===== src/rtl/siq_pkg.sv =====
// ---------------------------------------------------------------------------
// siq_pkg
// types and constants shared by the sorted insertion queue modules
// ---------------------------------------------------------------------------
package siq_pkg;

  // default number of cells
  localparam int unsigned DEPTH_DEF = 16;

  localparam int unsigned KEY_W  = 32;
  localparam int unsigned FILL_W = 5;

  // most negative key, returned when no key leaves the queue
  localparam logic signed [KEY_W-1:0] KEY_MIN = 32'sh8000_0000;

  // operation of an input word
  typedef enum logic {
    MODE_INSERT = 1'b0,
    MODE_REMOVE = 1'b1
  } siq_mode_e;

  // result status
  typedef enum logic [1:0] {
    ST_INSERTED = 2'd0,
    ST_DROPPED  = 2'd1,
    ST_REMOVED  = 2'd2,
    ST_EMPTY    = 2'd3
  } siq_status_e;

  // broadcast to every cell
  typedef struct packed {
    logic                    ins;
    logic                    rem;
    logic signed [KEY_W-1:0] key;
  } siq_ctrl_t;

endpackage


===== src/rtl/siq_cell.sv =====
// ---------------------------------------------------------------------------
// siq_cell
// one slot of the sorted row: compares against the broadcast key and either
// holds, takes the new key, takes its left neighbour or its right neighbour
// ---------------------------------------------------------------------------
module siq_cell (
  input  logic                                clk_i,
  input  siq_pkg::siq_ctrl_t                  ctrl_i,
  input  logic                                valid_i,
  input  logic                                prev_place_i,
  input  logic signed [siq_pkg::KEY_W-1:0]    prev_key_i,
  input  logic signed [siq_pkg::KEY_W-1:0]    next_key_i,
  output logic                                place_o,
  output logic signed [siq_pkg::KEY_W-1:0]    key_o
);

  logic signed [siq_pkg::KEY_W-1:0] key_q, key_d;

  // new key belongs here or further left: slot empty or holds a smaller key
  assign place_o = !valid_i || (key_q < ctrl_i.key);

  // next slot content
  always_comb begin
    key_d = key_q;
    if (ctrl_i.ins) begin
      if (prev_place_i) begin
        key_d = prev_key_i;
      end else if (place_o) begin
        key_d = ctrl_i.key;
      end
    end else if (ctrl_i.rem) begin
      key_d = next_key_i;
    end
  end

  // slot register
  always_ff @(posedge clk_i) begin
    key_q <= key_d;
  end

  assign key_o = key_q;

endmodule


===== src/rtl/sorted_insertion_queue.sv =====
// A result strobes on valid_o in the cycle after its word is accepted.
// Throughput: one word per cycle; all cells compare and shift in parallel,
// so busy stays low and the result register can be refilled every cycle.
// Reset: asynchronous, active low; clears the fill count and the strobe.
// Stored keys are not reset; slots at or beyond the fill count are unused.
// The receiver cannot stall; each result is shown for exactly one cycle.
// ---------------------------------------------------------------------------
// sorted_insertion_queue
// bounded priority queue of signed keys held in descending order in a row
// of compare-and-shift cells
// ---------------------------------------------------------------------------
module sorted_insertion_queue #(
  parameter int unsigned DEPTH = siq_pkg::DEPTH_DEF
) (
  input  logic                                clk_i,
  input  logic                                rst_ni,
  input  logic                                start,
  output logic                                busy,
  input  logic                                mode_i,
  input  logic signed [siq_pkg::KEY_W-1:0]    key_i,
  output logic                                valid_o,
  output logic [1:0]                          status_o,
  output logic signed [siq_pkg::KEY_W-1:0]    data_o,
  output logic [siq_pkg::FILL_W-1:0]          fill_count_o
);

  localparam int unsigned CW = $clog2(DEPTH + 1);

  logic                     accept;
  logic                     full, empty;
  logic [CW-1:0]            count_q, count_d;
  siq_pkg::siq_ctrl_t       ctrl;
  logic [DEPTH-1:0]         valid;
  logic [DEPTH-1:0]         place;
  logic signed [siq_pkg::KEY_W-1:0] cell_key [DEPTH];

  logic                     strobe_q;
  logic [1:0]               status_q, status_d;
  logic signed [siq_pkg::KEY_W-1:0] data_q, data_d;
  logic [siq_pkg::FILL_W-1:0] fill_q;
  logic [CW+siq_pkg::FILL_W-1:0] fill_ext;

  // every cycle can take a word
  assign busy   = 1'b0;
  assign accept = start && !busy;

  assign full  = (count_q == CW'(DEPTH));
  assign empty = (count_q == '0);

  // broadcast control
  always_comb begin
    ctrl.key = key_i;
    ctrl.ins = accept && (mode_i == siq_pkg::MODE_INSERT) && !full;
    ctrl.rem = accept && (mode_i == siq_pkg::MODE_REMOVE) && !empty;
  end

  // row of cells
  for (genvar i = 0; i < DEPTH; i++) begin : g_cell
    logic                             prev_place;
    logic signed [siq_pkg::KEY_W-1:0] prev_key, next_key;

    assign valid[i] = (CW'(i) < count_q);

    if (i == 0) begin : g_first
      assign prev_place = 1'b0;
      assign prev_key   = siq_pkg::KEY_MIN;
    end else begin : g_mid
      assign prev_place = place[i-1];
      assign prev_key   = cell_key[i-1];
    end

    if (i == DEPTH - 1) begin : g_last
      assign next_key = siq_pkg::KEY_MIN;
    end else begin : g_inner
      assign next_key = cell_key[i+1];
    end

    siq_cell u_cell (
      .clk_i        (clk_i),
      .ctrl_i       (ctrl),
      .valid_i      (valid[i]),
      .prev_place_i (prev_place),
      .prev_key_i   (prev_key),
      .next_key_i   (next_key),
      .place_o      (place[i]),
      .key_o        (cell_key[i])
    );
  end

  // fill count and result word
  always_comb begin
    count_d  = count_q;
    status_d = siq_pkg::ST_INSERTED;
    data_d   = siq_pkg::KEY_MIN;
    if (mode_i == siq_pkg::MODE_INSERT) begin
      if (full) begin
        status_d = siq_pkg::ST_DROPPED;
      end else begin
        count_d = count_q + CW'(1);
      end
    end else begin
      if (empty) begin
        status_d = siq_pkg::ST_EMPTY;
      end else begin
        status_d = siq_pkg::ST_REMOVED;
        data_d   = cell_key[0];
        count_d  = count_q - CW'(1);
      end
    end
  end

  assign fill_ext = {{siq_pkg::FILL_W{1'b0}}, count_d};

  // control registers
  always_ff @(posedge clk_i or negedge rst_ni) begin
    if (!rst_ni) begin
      count_q  <= '0;
      strobe_q <= 1'b0;
    end else begin
      strobe_q <= accept;
      if (accept) begin
        count_q <= count_d;
      end
    end
  end

  // result payload
  always_ff @(posedge clk_i) begin
    if (accept) begin
      status_q <= status_d;
      data_q   <= data_d;
      fill_q   <= fill_ext[siq_pkg::FILL_W-1:0];
    end
  end

  assign valid_o      = strobe_q;
  assign status_o     = status_q;
  assign data_o       = data_q;
  assign fill_count_o = fill_q;

endmodule


===== config.mk =====
export PLATFORM = sky130hd
export DESIGN_NAME = sorted_insertion_queue
export DESIGN_NICKNAME = d
export VERILOG_FILES = /design/src/rtl/siq_pkg.sv /design/src/rtl/siq_cell.sv /design/src/rtl/sorted_insertion_queue.sv
export SDC_FILE = /design/constraint.sdc
export NUM_CORES = 2
export LEC_CHECK = 0
export BUFFER_PORTS_ARGS = -buffer_cell sky130_fd_sc_hd__buf_2
export CAP_MARGIN = 15
export CORE_ASPECT_RATIO = 1.75
export CORE_MARGIN = 4
export CORE_UTILIZATION = 55
export CTS_BUF_LIST = sky130_fd_sc_hd__clkbuf_8
export DETAILED_ROUTE_END_ITERATION = 7
export GPL_ROUTABILITY_DRIVEN = 0
export PLACE_DENSITY = 0.76
export SETUP_SLACK_MARGIN = 0.15
export SYNTH_ARGS = -nofsm -noshare
export SYNTH_HDL_FRONTEND = slang
export SYNTH_HIERARCHICAL = 1
export SYNTH_SLANG_ARGS = --single-unit

===== constraint.sdc =====
create_clock -name clk_i -period 5.4 [get_ports clk_i]
set_input_delay 1.08 -clock clk_i [delete_from_list [all_inputs] [get_ports clk_i]]
set_output_delay 1.08 -clock clk_i [all_outputs]
set_load 0.02 [all_outputs]

==> metrics.cfg <==
[critical_path]
critical-path-top-delay-family = compound AO/OA/AOI/OAI gates
cp_max_fo = 32
r2r-start = count_q[1]
path_cells = buf_2, inv_1, ha_1, a211o_1, a31oi_1, o221ai_1, a211oi_1, o31a_1, xor2_1, nand2_2, buf_4, mux2i_1, a21oi_1
cp-end-kind = register
reg2reg_to = g_cell[0].u_cell/key_o[6]
cp_slowest_cell = a211oi_1
worst_ep_required_time_ns = 5.80
reg2reg_depth = 7
reg2reg_slack_ns = 1.27
arrival_ns = 4.69
path_class = in2reg
cp-start-kind = input port
cpPeakStageDelay_ns = 0.76
cp_num_buf_inv = 3

[cts]
postCtsSetupRepairBufs = 0
clockRootBuffer = clkbuf_8
path_clk_slew_ns = 0.07
numCtsBuffers = 83
holdBufCountCts = 0
cts_tree = yes
clockBufferDepth = 3
cts-resized-gates = 0
cts-htree-levels = 3
clkSinkCount = 557
insertion_delay_ns = 0.71

[sta]
tns_ns = 0
fmax_mhz = 233
worst_pin_slew_ns = 1.16
relSlewSlack_pct = 22.2
hold_violations = 0
fin_skew_ns = 0.0160
grt_setup_unrepaired = no
fin_crit_ns = 4.29
finalMaxSlewViolations = 0
finalSetupViolCount = 0
period_share_pct = 79.4

[yosys]
syn_area_sq_mm = 0.0406
yosysWarnings = 6
syn_inst = 4222
syn_avg_cell_area_sq_um = 9.61

[power]
seq_power_share_pct = 38.3
p_leak_nw = 20.8
p_per_area_mw_per_mm2 = 432
pwr-share-comb_pct = 44.8
swShare_pct = 39.8
p_int_mw = 11.4
power.switching_mw = 7.56
pwr-share-clk_pct = 16.9
ir_drop_uv = 465

[route]
drt_iter0_drc = 1682
dr.pass1.iters = 6
drtAntennaViolNets = 0
wl_um = 91800
post_drt_wl_per_cell_um = 17.2
vias = 29900
via_per_inst = 5.62
post-route-drc-count = 0

[grt]
track_usage_pct = 23.0
grt_pass1_wl_um = 148000
grt_max_degree = 257
grt_pass1_vias = 30200
overflow = 0
antenna_found_initial = 2

[cells_and_area]
layout-drive-gt1-share_pct = 6.96
layout.nets = 4871
fill_cells = 6117
postLayoutCellArea_sq_mm = 0.0439
area_growth_pct = 8.20
seq_area_sq_mm = 0.0167
multi_input_area_sq_mm = 0.0216

[floorplanning]
initial_core_util_pct = 55.6
io_pins = 77
die_x_um = 213
core_area_sq_mm = 0.0729
die_area_sq_mm = 0.0783
rows = 131
die-height_um = 367

[placed_design]
postPlaceCellArea_sq_mm = 0.0424
io_buffers = 75
dp_hpwl_um = 69400

[run_status]
status = finished, final reports clean

[min_path]
min_path_type = in2async

[job]
cap_violations = 0

## layout by cell type, fill, tap and decap left out, types with 18 or more instances in the layout
cell and count:
inv_1 526, o21ai_0 73, and2_1 31, ha_1 500, edfxtp_1 551, a21oi_1 712, a21o_1 33, conb_1 66
nand2b_1 18, a221o_1 18, a211oi_1 19, nor2_1 598, nand4_1 80, nand2_1 140, buf_2 75, clkinv_1 27
clkbuf_8 87, buf_4 72, a21oi_4 18, nand3_1 49, a31oi_1 18, mux2i_1 512
## sequential cells by signal (all words and copies together) (netlist names)
register and cells:
data_o 32, status_o 2, count_q 5, fill_count_o 5
g_cell.u_cell/key_o 512, valid_o 1
## worst max path at each step
stage                                     end  cells past startpoint       start
floorplan           g_cell[0].u_cell/key_o[0]                      6      mode_i
global placement    g_cell[1].u_cell/key_o[8]                     13    key_i[2]
detailed placement  g_cell[8].u_cell/key_o[4]                     10    key_i[2]
CTS                 g_cell[8].u_cell/key_o[2]                     10    key_i[2]
global route        g_cell[2].u_cell/key_o[6]                      8  count_q[1]
finish              g_cell[1].u_cell/key_o[1]                     13    key_i[2]
## routing by layer
layer	global-route usage (%)	routed length, um	vias to the layer above
met5	0	0	-
met4	9.99	3750	0
met3	2.64	2890	189
met2	43.9	49700	510
met1	25.1	35500	13800
li1	-	-	15400
## metrics by stage
stage	cells	setup slack (ns)	total power, mW	utilization, %	hold slack [ns]
after floorplan	4286	0.679	13.6	-	0.534
after global routing	5329	0.995	20.3	60.2	0.181
after detailed placement	5181	0.460	15.8	58.2	0.590
final	5329	1.11	19.0	60.2	0.201
after global placement	5181	0.546	15.6	58.2	0.566
after CTS	5328	1.23	19.1	60.2	0.141
## layout make-up
type	count	share of cell area, %
Timing Repair Buffer	153	2.36
Antenna cell	1	0.00570
Multi-Input combinational cell	3036	49.3
Clock inverter	60	0.556
Sequential cell	557	38.0
Tap cell	931	2.65
Inverter	504	4.31
Clock buffer	87	2.73
## power by group through the flow
stage	Combinational, mW	Clock (mW)	Sequential [mW]
final	8.51	3.20	7.27
after global routing	9.40	3.48	7.41
after CTS	8.52	3.30	7.27
after detailed placement	8.48	0	7.36
after global placement	8.23	0	7.32
after floorplan	6.53	0	7.03
Note: power is estimated with default switching activity, not from simulation.
